==> src/bounded_stack_with_delete_core_assert.svh <==
// Assertion macros for the stack core.
// Each macro expects clk and rst_n in scope.
`ifndef BOUNDED_STACK_WITH_DELETE_CORE_ASSERT_SVH
`define BOUNDED_STACK_WITH_DELETE_CORE_ASSERT_SVH

// Check a consequence in the same cycle as its trigger
`define BSWD_ASSERT_NOW(lbl, ante, cons, msg) \
  lbl: assert property (@(posedge clk) disable iff (!rst_n) (ante) |-> (cons)) \
    else $error(msg);

// Check a consequence in the cycle after its trigger
`define BSWD_ASSERT_NEXT(lbl, ante, cons, msg) \
  lbl: assert property (@(posedge clk) disable iff (!rst_n) (ante) |=> (cons)) \
    else $error(msg);

`endif

==> src/bswd_pkg.sv <==
package bswd_pkg;

  localparam int DEPTH  = 32;
  localparam int WORD_W = 32;
  localparam int ADDR_W = (DEPTH > 1) ? $clog2(DEPTH) : 1;
  localparam int CNT_W  = $clog2(DEPTH + 1);

  typedef enum logic [1:0] {
    ACT_PUSH = 2'd0,
    ACT_POP  = 2'd1,
    ACT_PEEK = 2'd2,
    ACT_ELIM = 2'd3
  } act_t;

  typedef enum logic [1:0] {
    ST_OK    = 2'd0,
    ST_FULL  = 2'd1,
    ST_EMPTY = 2'd2
  } status_t;

  typedef enum logic [2:0] {
    S_IDLE,
    S_RDATA,
    S_SCAN_RD,
    S_SCAN_CMP,
    S_SHIFT_RD,
    S_SHIFT_WR,
    S_DONE
  } state_t;

  // One finished result, before the empty and full flags are derived
  typedef struct packed {
    status_t           status;
    logic [WORD_W-1:0] data;
    logic              found;
    logic [CNT_W-1:0]  count;
  } res_t;

endpackage

==> src/bswd_ram.sv <==
module bswd_ram #(
  parameter int WIDTH = 32,
  parameter int DEPTH = 32
) (
  input  logic                                 clk,
  input  logic                                 wr_en,
  input  logic [((DEPTH > 1) ? $clog2(DEPTH) : 1)-1:0] wr_addr,
  input  logic [WIDTH-1:0]                     wr_data,
  input  logic                                 rd_en,
  input  logic [((DEPTH > 1) ? $clog2(DEPTH) : 1)-1:0] rd_addr,
  output logic [WIDTH-1:0]                     rd_data
);

  logic [WIDTH-1:0] mem [DEPTH];

  // Write port
  always_ff @(posedge clk) begin
    if (wr_en) begin
      mem[wr_addr] <= wr_data;
    end
  end

  // Registered read port
  always_ff @(posedge clk) begin
    if (rd_en) begin
      rd_data <= mem[rd_addr];
    end
  end

endmodule

==> src/bswd_seq.sv <==
module bswd_seq (
  input  logic                          clk,
  input  logic                          rst_n,
  input  logic                          in_valid,
  input  logic [1:0]                    in_action,
  input  logic [bswd_pkg::WORD_W-1:0]   in_value,
  output logic                          idle,
  output logic                          done,
  input  logic                          ack,
  output bswd_pkg::res_t                res
);

  import bswd_pkg::*;

  state_t            state_r,  state_nxt;
  logic [CNT_W-1:0]  count_r,  count_nxt;
  logic [ADDR_W-1:0] pos_r,    pos_nxt;
  act_t              action_r, action_nxt;
  logic [WORD_W-1:0] value_r,  value_nxt;
  logic [WORD_W-1:0] data_r,   data_nxt;
  status_t           status_r, status_nxt;
  logic              found_r,  found_nxt;

  logic              ram_wr_en;
  logic [ADDR_W-1:0] ram_wr_addr;
  logic [WORD_W-1:0] ram_wr_data;
  logic              ram_rd_en;
  logic [ADDR_W-1:0] ram_rd_addr;
  logic [WORD_W-1:0] ram_rd_data;

  logic              is_full;
  logic              is_empty;
  logic [ADDR_W-1:0] top_addr;
  logic [ADDR_W-1:0] pos_inc;
  logic [CNT_W-1:0]  pos_cnt_inc;
  logic              pos_at_top;
  logic              pos_below_top;
  logic              word_match;

  // Shared pointer and compare unit
  assign is_full       = (count_r == CNT_W'(DEPTH));
  assign is_empty      = (count_r == '0);
  assign top_addr      = ADDR_W'(count_r - 1'b1);
  assign pos_inc       = pos_r + 1'b1;
  assign pos_cnt_inc   = CNT_W'(pos_r) + 1'b1;
  assign pos_at_top    = (pos_cnt_inc == count_r);
  assign pos_below_top = ((pos_cnt_inc + 1'b1) == count_r);
  assign word_match    = (ram_rd_data == value_r);

  bswd_ram #(
    .WIDTH (WORD_W),
    .DEPTH (DEPTH)
  ) u_ram (
    .clk     (clk),
    .wr_en   (ram_wr_en),
    .wr_addr (ram_wr_addr),
    .wr_data (ram_wr_data),
    .rd_en   (ram_rd_en),
    .rd_addr (ram_rd_addr),
    .rd_data (ram_rd_data)
  );

  // Next state and register values
  always_comb begin
    state_nxt  = state_r;
    count_nxt  = count_r;
    pos_nxt    = pos_r;
    action_nxt = action_r;
    value_nxt  = value_r;
    data_nxt   = data_r;
    status_nxt = status_r;
    found_nxt  = found_r;
    case (state_r)
      S_IDLE: begin
        if (in_valid) begin
          action_nxt = act_t'(in_action);
          value_nxt  = in_value;
          data_nxt   = '0;
          found_nxt  = 1'b0;
          status_nxt = ST_OK;
          state_nxt  = S_DONE;
          case (act_t'(in_action))
            ACT_PUSH: begin
              if (is_full) begin
                status_nxt = ST_FULL;
              end else begin
                count_nxt = count_r + 1'b1;
              end
            end
            ACT_POP, ACT_PEEK: begin
              if (is_empty) begin
                status_nxt = ST_EMPTY;
              end else begin
                state_nxt = S_RDATA;
              end
            end
            ACT_ELIM: begin
              if (is_empty) begin
                status_nxt = ST_EMPTY;
              end else begin
                pos_nxt   = top_addr;
                state_nxt = S_SCAN_RD;
              end
            end
            default: begin
              state_nxt = S_DONE;
            end
          endcase
        end
      end
      S_RDATA: begin
        data_nxt = ram_rd_data;
        if (action_r == ACT_POP) begin
          count_nxt = count_r - 1'b1;
        end
        state_nxt = S_DONE;
      end
      S_SCAN_RD: begin
        state_nxt = S_SCAN_CMP;
      end
      S_SCAN_CMP: begin
        if (word_match) begin
          found_nxt = 1'b1;
          if (pos_at_top) begin
            count_nxt = count_r - 1'b1;
            state_nxt = S_DONE;
          end else begin
            state_nxt = S_SHIFT_RD;
          end
        end else if (pos_r == '0) begin
          state_nxt = S_DONE;
        end else begin
          pos_nxt   = pos_r - 1'b1;
          state_nxt = S_SCAN_RD;
        end
      end
      S_SHIFT_RD: begin
        state_nxt = S_SHIFT_WR;
      end
      S_SHIFT_WR: begin
        pos_nxt = pos_inc;
        if (pos_below_top) begin
          count_nxt = count_r - 1'b1;
          state_nxt = S_DONE;
        end else begin
          state_nxt = S_SHIFT_RD;
        end
      end
      S_DONE: begin
        if (ack) begin
          state_nxt = S_IDLE;
        end
      end
      default: begin
        state_nxt = S_IDLE;
      end
    endcase
  end

  // Memory controls and handshake
  always_comb begin
    ram_wr_en   = 1'b0;
    ram_wr_addr = count_r[ADDR_W-1:0];
    ram_wr_data = in_value;
    ram_rd_en   = 1'b0;
    ram_rd_addr = top_addr;
    case (state_r)
      S_IDLE: begin
        ram_wr_en = in_valid && (act_t'(in_action) == ACT_PUSH) && !is_full;
        ram_rd_en = in_valid;
      end
      S_SCAN_RD: begin
        ram_rd_en   = 1'b1;
        ram_rd_addr = pos_r;
      end
      S_SHIFT_RD: begin
        ram_rd_en   = 1'b1;
        ram_rd_addr = pos_inc;
      end
      S_SHIFT_WR: begin
        ram_wr_en   = 1'b1;
        ram_wr_addr = pos_r;
        ram_wr_data = ram_rd_data;
      end
      default: begin
        ram_wr_en = 1'b0;
      end
    endcase
  end

  assign idle       = (state_r == S_IDLE);
  assign done       = (state_r == S_DONE);
  assign res.status = status_r;
  assign res.data   = data_r;
  assign res.found  = found_r;
  assign res.count  = count_r;

  // Control registers
  always_ff @(posedge clk) begin
    if (!rst_n) begin
      state_r <= S_IDLE;
      count_r <= '0;
    end else begin
      state_r <= state_nxt;
      count_r <= count_nxt;
    end
  end

  // Working registers
  always_ff @(posedge clk) begin
    pos_r    <= pos_nxt;
    action_r <= action_nxt;
    value_r  <= value_nxt;
    data_r   <= data_nxt;
    status_r <= status_nxt;
    found_r  <= found_nxt;
  end

endmodule

==> src/bounded_stack_with_delete_core.sv <==
// From the accept edge to the result on the outputs: push and refused operations
// go straight to done, pop and peek first read the top word, and eliminate takes
// a read and a compare state per scanned word and a read and a write state per
// moved word, as the memory read is registered. A new item is taken in the cycle
// after the previous result enters the output register, so items do not overlap.
// Reset clears the fill count and output valid flag; stack words stay uncleared.
module bounded_stack_with_delete_core (
  input  logic                                clk,
  input  logic                                rst_n,
  input  logic                                in_valid,
  output logic                                in_ready,
  input  logic [1:0]                          in_action,
  input  logic signed [bswd_pkg::WORD_W-1:0]  in_value,
  output logic                                out_valid,
  input  logic                                out_ready,
  output logic [1:0]                          out_status,
  output logic signed [bswd_pkg::WORD_W-1:0]  out_data_out,
  output logic                                out_found,
  output logic [bswd_pkg::CNT_W-1:0]          out_count,
  output logic                                out_is_empty,
  output logic                                out_is_full
);

  import bswd_pkg::*;

`include "bounded_stack_with_delete_core_assert.svh"

  logic seq_idle;
  logic seq_done;
  logic load;
  res_t seq_res;
  logic out_valid_r, out_valid_nxt;
  res_t res_r;

  bswd_seq u_seq (
    .clk       (clk),
    .rst_n     (rst_n),
    .in_valid  (in_valid),
    .in_action (in_action),
    .in_value  (in_value),
    .idle      (seq_idle),
    .done      (seq_done),
    .ack       (load),
    .res       (seq_res)
  );

  // Take the result when the output slot is free or being drained
  assign load     = seq_done && (!out_valid_r || out_ready);
  assign in_ready = seq_idle;

  always_comb begin
    out_valid_nxt = out_valid_r;
    if (load) begin
      out_valid_nxt = 1'b1;
    end else if (out_ready) begin
      out_valid_nxt = 1'b0;
    end
  end

  always_ff @(posedge clk) begin
    if (!rst_n) begin
      out_valid_r <= 1'b0;
    end else begin
      out_valid_r <= out_valid_nxt;
    end
  end

  // Hold the result payload
  always_ff @(posedge clk) begin
    if (load) begin
      res_r <= seq_res;
    end
  end

  assign out_valid    = out_valid_r;
  assign out_status   = res_r.status;
  assign out_data_out = res_r.data;
  assign out_found    = res_r.found;
  assign out_count    = res_r.count;
  assign out_is_empty = (res_r.count == '0);
  assign out_is_full  = (res_r.count == CNT_W'(DEPTH));

  `BSWD_ASSERT_NOW(a_count_bound, out_valid, out_count <= CNT_W'(DEPTH), "count above depth")
  `BSWD_ASSERT_NOW(a_refused_clean, out_valid && (out_status != ST_OK), (out_data_out == '0) && !out_found, "refused result carries data")
  `BSWD_ASSERT_NOW(a_found_elim, out_valid && out_found, (out_status == ST_OK) && !out_is_full, "found without room freed")
  `BSWD_ASSERT_NEXT(a_busy_after, in_valid && in_ready, !in_ready, "ready held through a transfer")

endmodule
==> config.mk <==
export PLATFORM = sky130hd
export DESIGN_NAME = bounded_stack_with_delete_core
export DESIGN_NICKNAME = d
export VERILOG_FILES = /design/src/bswd_pkg.sv /design/src/bswd_ram.sv /design/src/bswd_seq.sv /design/src/bounded_stack_with_delete_core.sv
export VERILOG_INCLUDE_DIRS = /design/src /design/src/src
export SDC_FILE = /design/constraint.sdc
export NUM_CORES = 1
export LEC_CHECK = 0
export ABC_AREA = 1
export ABC_CLOCK_PERIOD_IN_PS = 4700
export BUFFER_PORTS_ARGS = -buffer_cell sky130_fd_sc_hd__buf_2
export CORE_ASPECT_RATIO = 1.25
export CORE_MARGIN = 2
export CORE_UTILIZATION = 50
export DETAILED_ROUTE_END_ITERATION = 10
export PLACE_DENSITY = 0.68
export SLEW_MARGIN = 40
export SYNTH_ARGS = -nofsm -noshare
export SYNTH_HDL_FRONTEND = slang
export SYNTH_HIERARCHICAL = 1
export SYNTH_SLANG_ARGS = --single-unit
==> constraint.sdc <==
create_clock -name clk -period 4.7 [get_ports clk]
set_input_delay 0.94 -clock clk [delete_from_list [all_inputs] [get_ports clk]]
set_output_delay 0.94 -clock clk [all_outputs]
set_load 0.1 [all_outputs]
==> results of run 1 <==
## final timing paths
| check | slack [ns] | endpoint | from | cells past startpoint |
|---|---|---|---|---|
| max | 1.17 | u_seq/u_ram/rd_data[16]$_DFFE_PP_ | u_seq/state_r[2]$_SDFFE_PN0P_ | 16 |
| min | 0.42 | out_data_out[24]$_DFFE_PP_ | u_seq/data_r[24]$_SDFFCE_PN0P_ | 0 |
| max reg2reg | 1.17 | u_seq/u_ram/rd_data[16]$_DFFE_PP_ | u_seq/state_r[2]$_SDFFE_PN0P_ | 16 |
| min reg2reg | 0.42 | out_data_out[24]$_DFFE_PP_ | u_seq/data_r[24]$_SDFFCE_PN0P_ | 0 |
## kinds of logic after synthesis
family                   after synthesis  share of synthesized area
AND/OR/NAND/NOR                     2543                      0.218
buffers and inverters                335                     0.0409
XOR/XNOR                              34                    0.00610
AO/OA/AOI/OAI                         68                    0.00785
adder cells (fa/ha/maj)               10                    0.00256
multiplexers                           1                   0.000205
flip-flops                          1181                      0.725
## per-layer routing
layer | routed length [um] | share of wire | up-vias
met3 | 11200 | 0.086 | 346
met2 | 65000 | 0.49 | 1655
met4 | 6890 | 0.052 | 0
li1 | - | - | 14600
met1 | 48200 | 0.37 | 15500
met5 | 0 | 0 | -
## layout make-up
type | instances | share of cell area
sequential | 1181 | 0.646
tap | 1300 | 0.0297
inverter | 101 | 0.00740
clock buffer | 127 | 0.0512
timing repair buffer | 203 | 0.0318
clock inverter | 70 | 0.0158
antenna | 3 | 0.000137
multi-input combinational | 2656 | 0.218
## flip-flops by register name, summed over array words and instances, names as in the netlist, 3 cells and up
register	flops
u_seq/u_ram/rd_data	32
out_count	6
u_seq/pos_r	5
u_seq/data_r	32
u_seq/value_r	32
u_seq/count_r	6
out_data_out	32
u_seq/u_ram/mem	1024
u_seq/state_r	3
## through the flow
| step | cells | util | hold WS (ns) | total power (W) | instance area (um^2) |
|---|---|---|---|---|---|
| after floorplan | 4172 | - | 0.400 | 0.0279 | 48800 |
| after global placement | 5435 | 0.524 | 0.400 | 0.0329 | 50900 |
| after detailed placement | 5437 | 0.526 | 0.405 | 0.0333 | 51000 |
| after CTS | 5634 | 0.564 | 0.380 | 0.0423 | 54700 |
| after global routing | 5640 | 0.564 | 0.407 | 0.0450 | 54800 |
| final | 5641 | 0.564 | 0.416 | 0.0425 | 54800 |
## cells in the final DEF, fill, tap and decap left out, types with 6 or more instances in the layout
| cell type | n |
|---|---|
| clkinv_1 | 14 |
| bufinv_16 | 18 |
| buf_12 | 26 |
| inv_2 | 6 |
| buf_2 | 82 |
| o21ai_0 | 15 |
| xor2_1 | 7 |
| buf_4 | 88 |
| nor2_4 | 35 |
| clkinv_2 | 24 |
| clkbuf_16 | 109 |
| nand3_1 | 814 |
| clkbuf_1 | 17 |
| xnor2_1 | 27 |
| o21ai_2 | 21 |
| nor2_1 | 73 |
| a21oi_1 | 7 |
| o21ai_4 | 9 |
| inv_1 | 91 |
| edfxtp_1 | 1171 |
| nand2_1 | 1599 |
| ha_1 | 10 |
| dfxtp_1 | 10 |
## power breakdown
group	switching [W]	leakage (nW)	internal [W]
clock	0.00387	1.80	0.00527
combinational	0.0145	7.77	0.00556
sequential	0.000472	10.7	0.0128
total	0.0189	20.3	0.0236
==> reports/metrics.cfg, run 1 <==
[critical_path]
slowest_stage=dfxtp_1
worst_path_most_repeated_cell=nand2_1
cp.arrival_ns=4.10
worst_setup_path_end_kind=flop
startpoint_type=flop
max_stage_delay_ns=0.47
cp_top_family=buffers and inverters
required_ns=5.27
crit_fanout=102
path_cells=inv_1, nor2_1, inv_1, o211ai_1, buf_4, buf_12, buf_16, buf_16, nand2_1, nand3_1, nand3_1, nand2_1, nand2_1, nand2_1, nand2_1, nand2_1
path_class=reg -> reg
cp_num_buf_inv=6

[yosys]
ys_types=38
yosysTopAreaCell=edfxtp_1
synth_area_leaders=edfxtp_1, nand2_1, nand3_1, buf_6, buf_2
syn-mean-instance-area_um2=11.7
synth.net_count=4220
synth_edf_count=1171
yosysMostFrequentCell=nand2_1
ys_seq_elements=1181
yosysSeqAreaShare=0.725
ys.flop_type=edfxtp_1
syn_area_mm2=0.0488
yosysTopAreaCellShare=0.721
netlist_instances=4172
async_reset_ff_frac=0
synth_warnings=6
ys_top_cells_by_count=nand2_1, edfxtp_1, nand3_1

[die]
die_y_um=353
fp-row-count=128
initial_core_util=0.503
die_w_um=283
ios=83
core_mm2=0.0971
dieArea_mm2=0.100

[global_routing]
antenna_found_initial=4
grtUsageMet3=0.0401
grt_usage=0.260
grt_pass1_vias=31000
grt_max_degree=191
use_met1=0.323
grt_pass1_wl_mm=195
gr-usage-met2=0.443
grt_remaining_overflow=0
gr-max-usage-layer=met2

[clock_network]
cts_resized=0
cts_htree_levels=3
cts-buffers-inserted=108
clock_path_buffers=3
insertion_delay_ns=0.72
clock_sinks=1181
postCtsHoldBufs=0
root_buffer=clkbuf_16
cts_tree=done
clkTransAtPathRegs_ns=0.06
cts_setup_buffers=0

[layout]
fillers=7810
area_delta_synth_final_pct=12.3
seq_area_mm2=0.0354
drive_above_1_share=0.106
multi_input_area_mm2=0.0120
fin_nets=4299

[placement]
place.gp.congestion=0.907
hpwl_mm=73.4
place_ws_ns=1.25
portBuffers=82

[sta]
rsz0062_at_grt=false
fmax_mhz=283
drv_slew=0
setup_viol=0
fin_ws_ns=1.17
hold_viol_final=0
skew_ns=0.0307
fin_crit_sh=0.751
finalSetupTns_ns=0
worstMarginPinSlew_ns=0.898
finalCriticalPeriod_ns=3.53
maxSlewHeadroom=0.402

[job]
maxCapViolCount=0

[route]
wl_per_cell_um=23.3
vias_per_cell=5.70
drc_errors=0
ant_nets=0
vias=32100
wirelength_mm=131
first_pass_iters=6
drtIter0Drc=3788

[pwr]
peakVddDrop_uv=1170
p_per_area_mw_per_mm2=776
p_leak_nw=20.3

[run_status]
status=finished clean

[worst_hold_path]
hold_path_class=reg -> reg

(Power assumes the default switching activity.)
==> run 2, diff against run 1 <==
ABC_CLOCK_PERIOD_IN_PS = 3300   (was 4700)
PLACE_DENSITY = 0.66   (was 0.68)
clock period = 3.3 ns   (was 4.7 ns; I/O delays follow)
==> run 2 against run 1 <==
Sequential share of layout area decreased by 0.85 points. Clock skew decreased by 0.0022 ns. Via count increased by 0.26%. Clock power increased by 38%. Register-to-register slack got worse by 0.92 ns. Fmax increased by 16%.
==> reports/metrics.cfg, run 2 (synthesis gave the netlist of run 1 again) <==
[sta]
setup_viol=0
maxSlewHeadroom=0.439
finalSetupTns_ns=0
fmax_mhz=328
skew_ns=0.0285
rsz0062_at_grt=false
drv_slew=0
finalCriticalPeriod_ns=3.05
fin_crit_sh=0.924
hold_viol_final=0
fin_hold_ws_ns=0.155
worstMarginPinSlew_ns=0.841

[global_routing]
gr-max-usage-layer=met2
grt_remaining_overflow=0
grt_max_degree=178
use_met1=0.342
grtUsageMet3=0.0349
grt_pass1_vias=30500
grt_usage=0.264
gr-usage-met2=0.450
grt_pass1_wl_mm=196
antenna_found_initial=1

[layout]
fin_nets=4369
top_register=u_seq/u_ram/mem
final_cell_mix=nand2_1, edfxtp_1, nand3_1
largest_reg_flops=1024
fillers=7831
drive_above_1_share=0.117
area_delta_synth_final_pct=13.8
seq_area_mm2=0.0354
multi_input_area_mm2=0.0120
num_antenna_cells=0
mostFrequentLayoutCell=nand2_1

[placement]
portBuffers=82
place.gp.congestion=0.924
hpwl_mm=76.2

[critical_path]
worst_setup_path_end_kind=flop
path_class=reg -> reg
cp_top_family=buffers and inverters
cp_num_buf_inv=5
max_stage_delay_ns=0.60
crit_fanout=177
path_cells=inv_1, nor3_1, buf_4, nor2_1, nand2_1, o211ai_1, buf_12, inv_16, buf_12, nand2_1, nand3_1, nand3_1, nand2_1, nand2_1, nand2_1, nand2_1, nand2_1
worst_path_most_repeated_cell=nand2_1
cp.arrival_ns=3.61
startpoint_type=flop
required_ns=3.87
slowest_stage=buf_12

[clock_network]
root_buffer=clkbuf_16
cts_resized=0
postCtsHoldBufs=0
insertion_delay_ns=0.69
cts_tree=done
clock_path_buffers=3
clock_sinks=1181
clkTransAtPathRegs_ns=0.07
cts_htree_levels=3
cts-buffers-inserted=106
cts_setup_buffers=0

[route]
wl_per_cell_um=23.3
ant_nets=0
wirelength_mm=133
drtIter0Drc=3568
vias=32200
first_pass_iters=8
vias_per_cell=5.65
drc_errors=0

[die]
ios=83
die_y_um=353
dieArea_mm2=0.100
initial_core_util=0.503
die_w_um=283
fp-row-count=128
core_mm2=0.0971

[pwr]
peakVddDrop_uv=1150
p_leak_nw=20.6
p_per_area_mw_per_mm2=1110

[run_status]
status=finished clean

[job]
maxCapViolCount=0

[worst_hold_path]
hold_path_class=in -> reg

==> run 2: per-stage QoR <==
step | cells | setup WS (ns) | util | power [W] | area [um^2]
6_report | 5702 | 0.250 | 0.572 | 0.0614 | 55500
5_1_grt | 5702 | 0.00473 | 0.572 | 0.0651 | 55500
4_1_cts | 5702 | 0.350 | 0.572 | 0.0613 | 55500
3_5_place_dp | 5513 | 0.378 | 0.536 | 0.0487 | 52000
3_3_place_gp | 5510 | 0.404 | 0.535 | 0.0484 | 51900
2_1_floorplan | 4172 | 0.0378 | - | 0.0397 | 48900
==> run 2: power breakdown <==
part           internal [W]  total [W]  switching [W]
combinational       0.00903     0.0298         0.0208
sequential           0.0182     0.0189       0.000703
clock               0.00718     0.0126        0.00540
total                0.0344     0.0614         0.0269
==> run 2: path summary, 6_finish.rpt <==
check / start / to / slack [ns] / cells after the start
worst min register to register: u_seq/data_r[26]$_SDFFCE_PN0P_ / out_data_out[26]$_DFFE_PP_ / 0.42 / 0
worst max register to register: u_seq/state_r[1]$_SDFFE_PN0P_ / u_seq/u_ram/rd_data[31]$_DFFE_PP_ / 0.25 / 17
worst min-delay path: in_value[22] / u_seq/value_r[22]$_DFFE_PP_ / 0.15 / 1
worst max-delay path: u_seq/state_r[1]$_SDFFE_PN0P_ / u_seq/u_ram/rd_data[31]$_DFFE_PP_ / 0.25 / 17
==> run 2: worst register-to-register path: stages, from the launching register on <==
cell,delay (ns)
dfxtp_1,0.39
inv_1,0.08
nor3_1,0.16
buf_4,0.16
nor2_1,0.06
nand2_1,0.06
o211ai_1,0.13
buf_12,0.19
inv_16,0.20
buf_12,0.64
nand2_1,0.26
nand3_1,0.11
nand3_1,0.09
nand2_1,0.09
nand2_1,0.05
nand2_1,0.11
nand2_1,0.07
nand2_1,0.09
==> run 2: layout make-up <==
class	instances	area share
sequential	1181	0.637
multi-input combinational	2656	0.215
clock buffer	124	0.0494
timing repair buffer	275	0.0479
tap	1300	0.0293
clock inverter	65	0.0137
inverter	101	0.00730
==> run 2: layer usage <==
| metal | up-vias | share of wire |
|---|---|---|
| met2 | 1596 | 0.50 |
| met3 | 278 | 0.082 |
| li1 | 14700 | - |
| met1 | 15600 | 0.38 |
| met4 | 2 | 0.039 |
| met5 | - | 0.000098 |
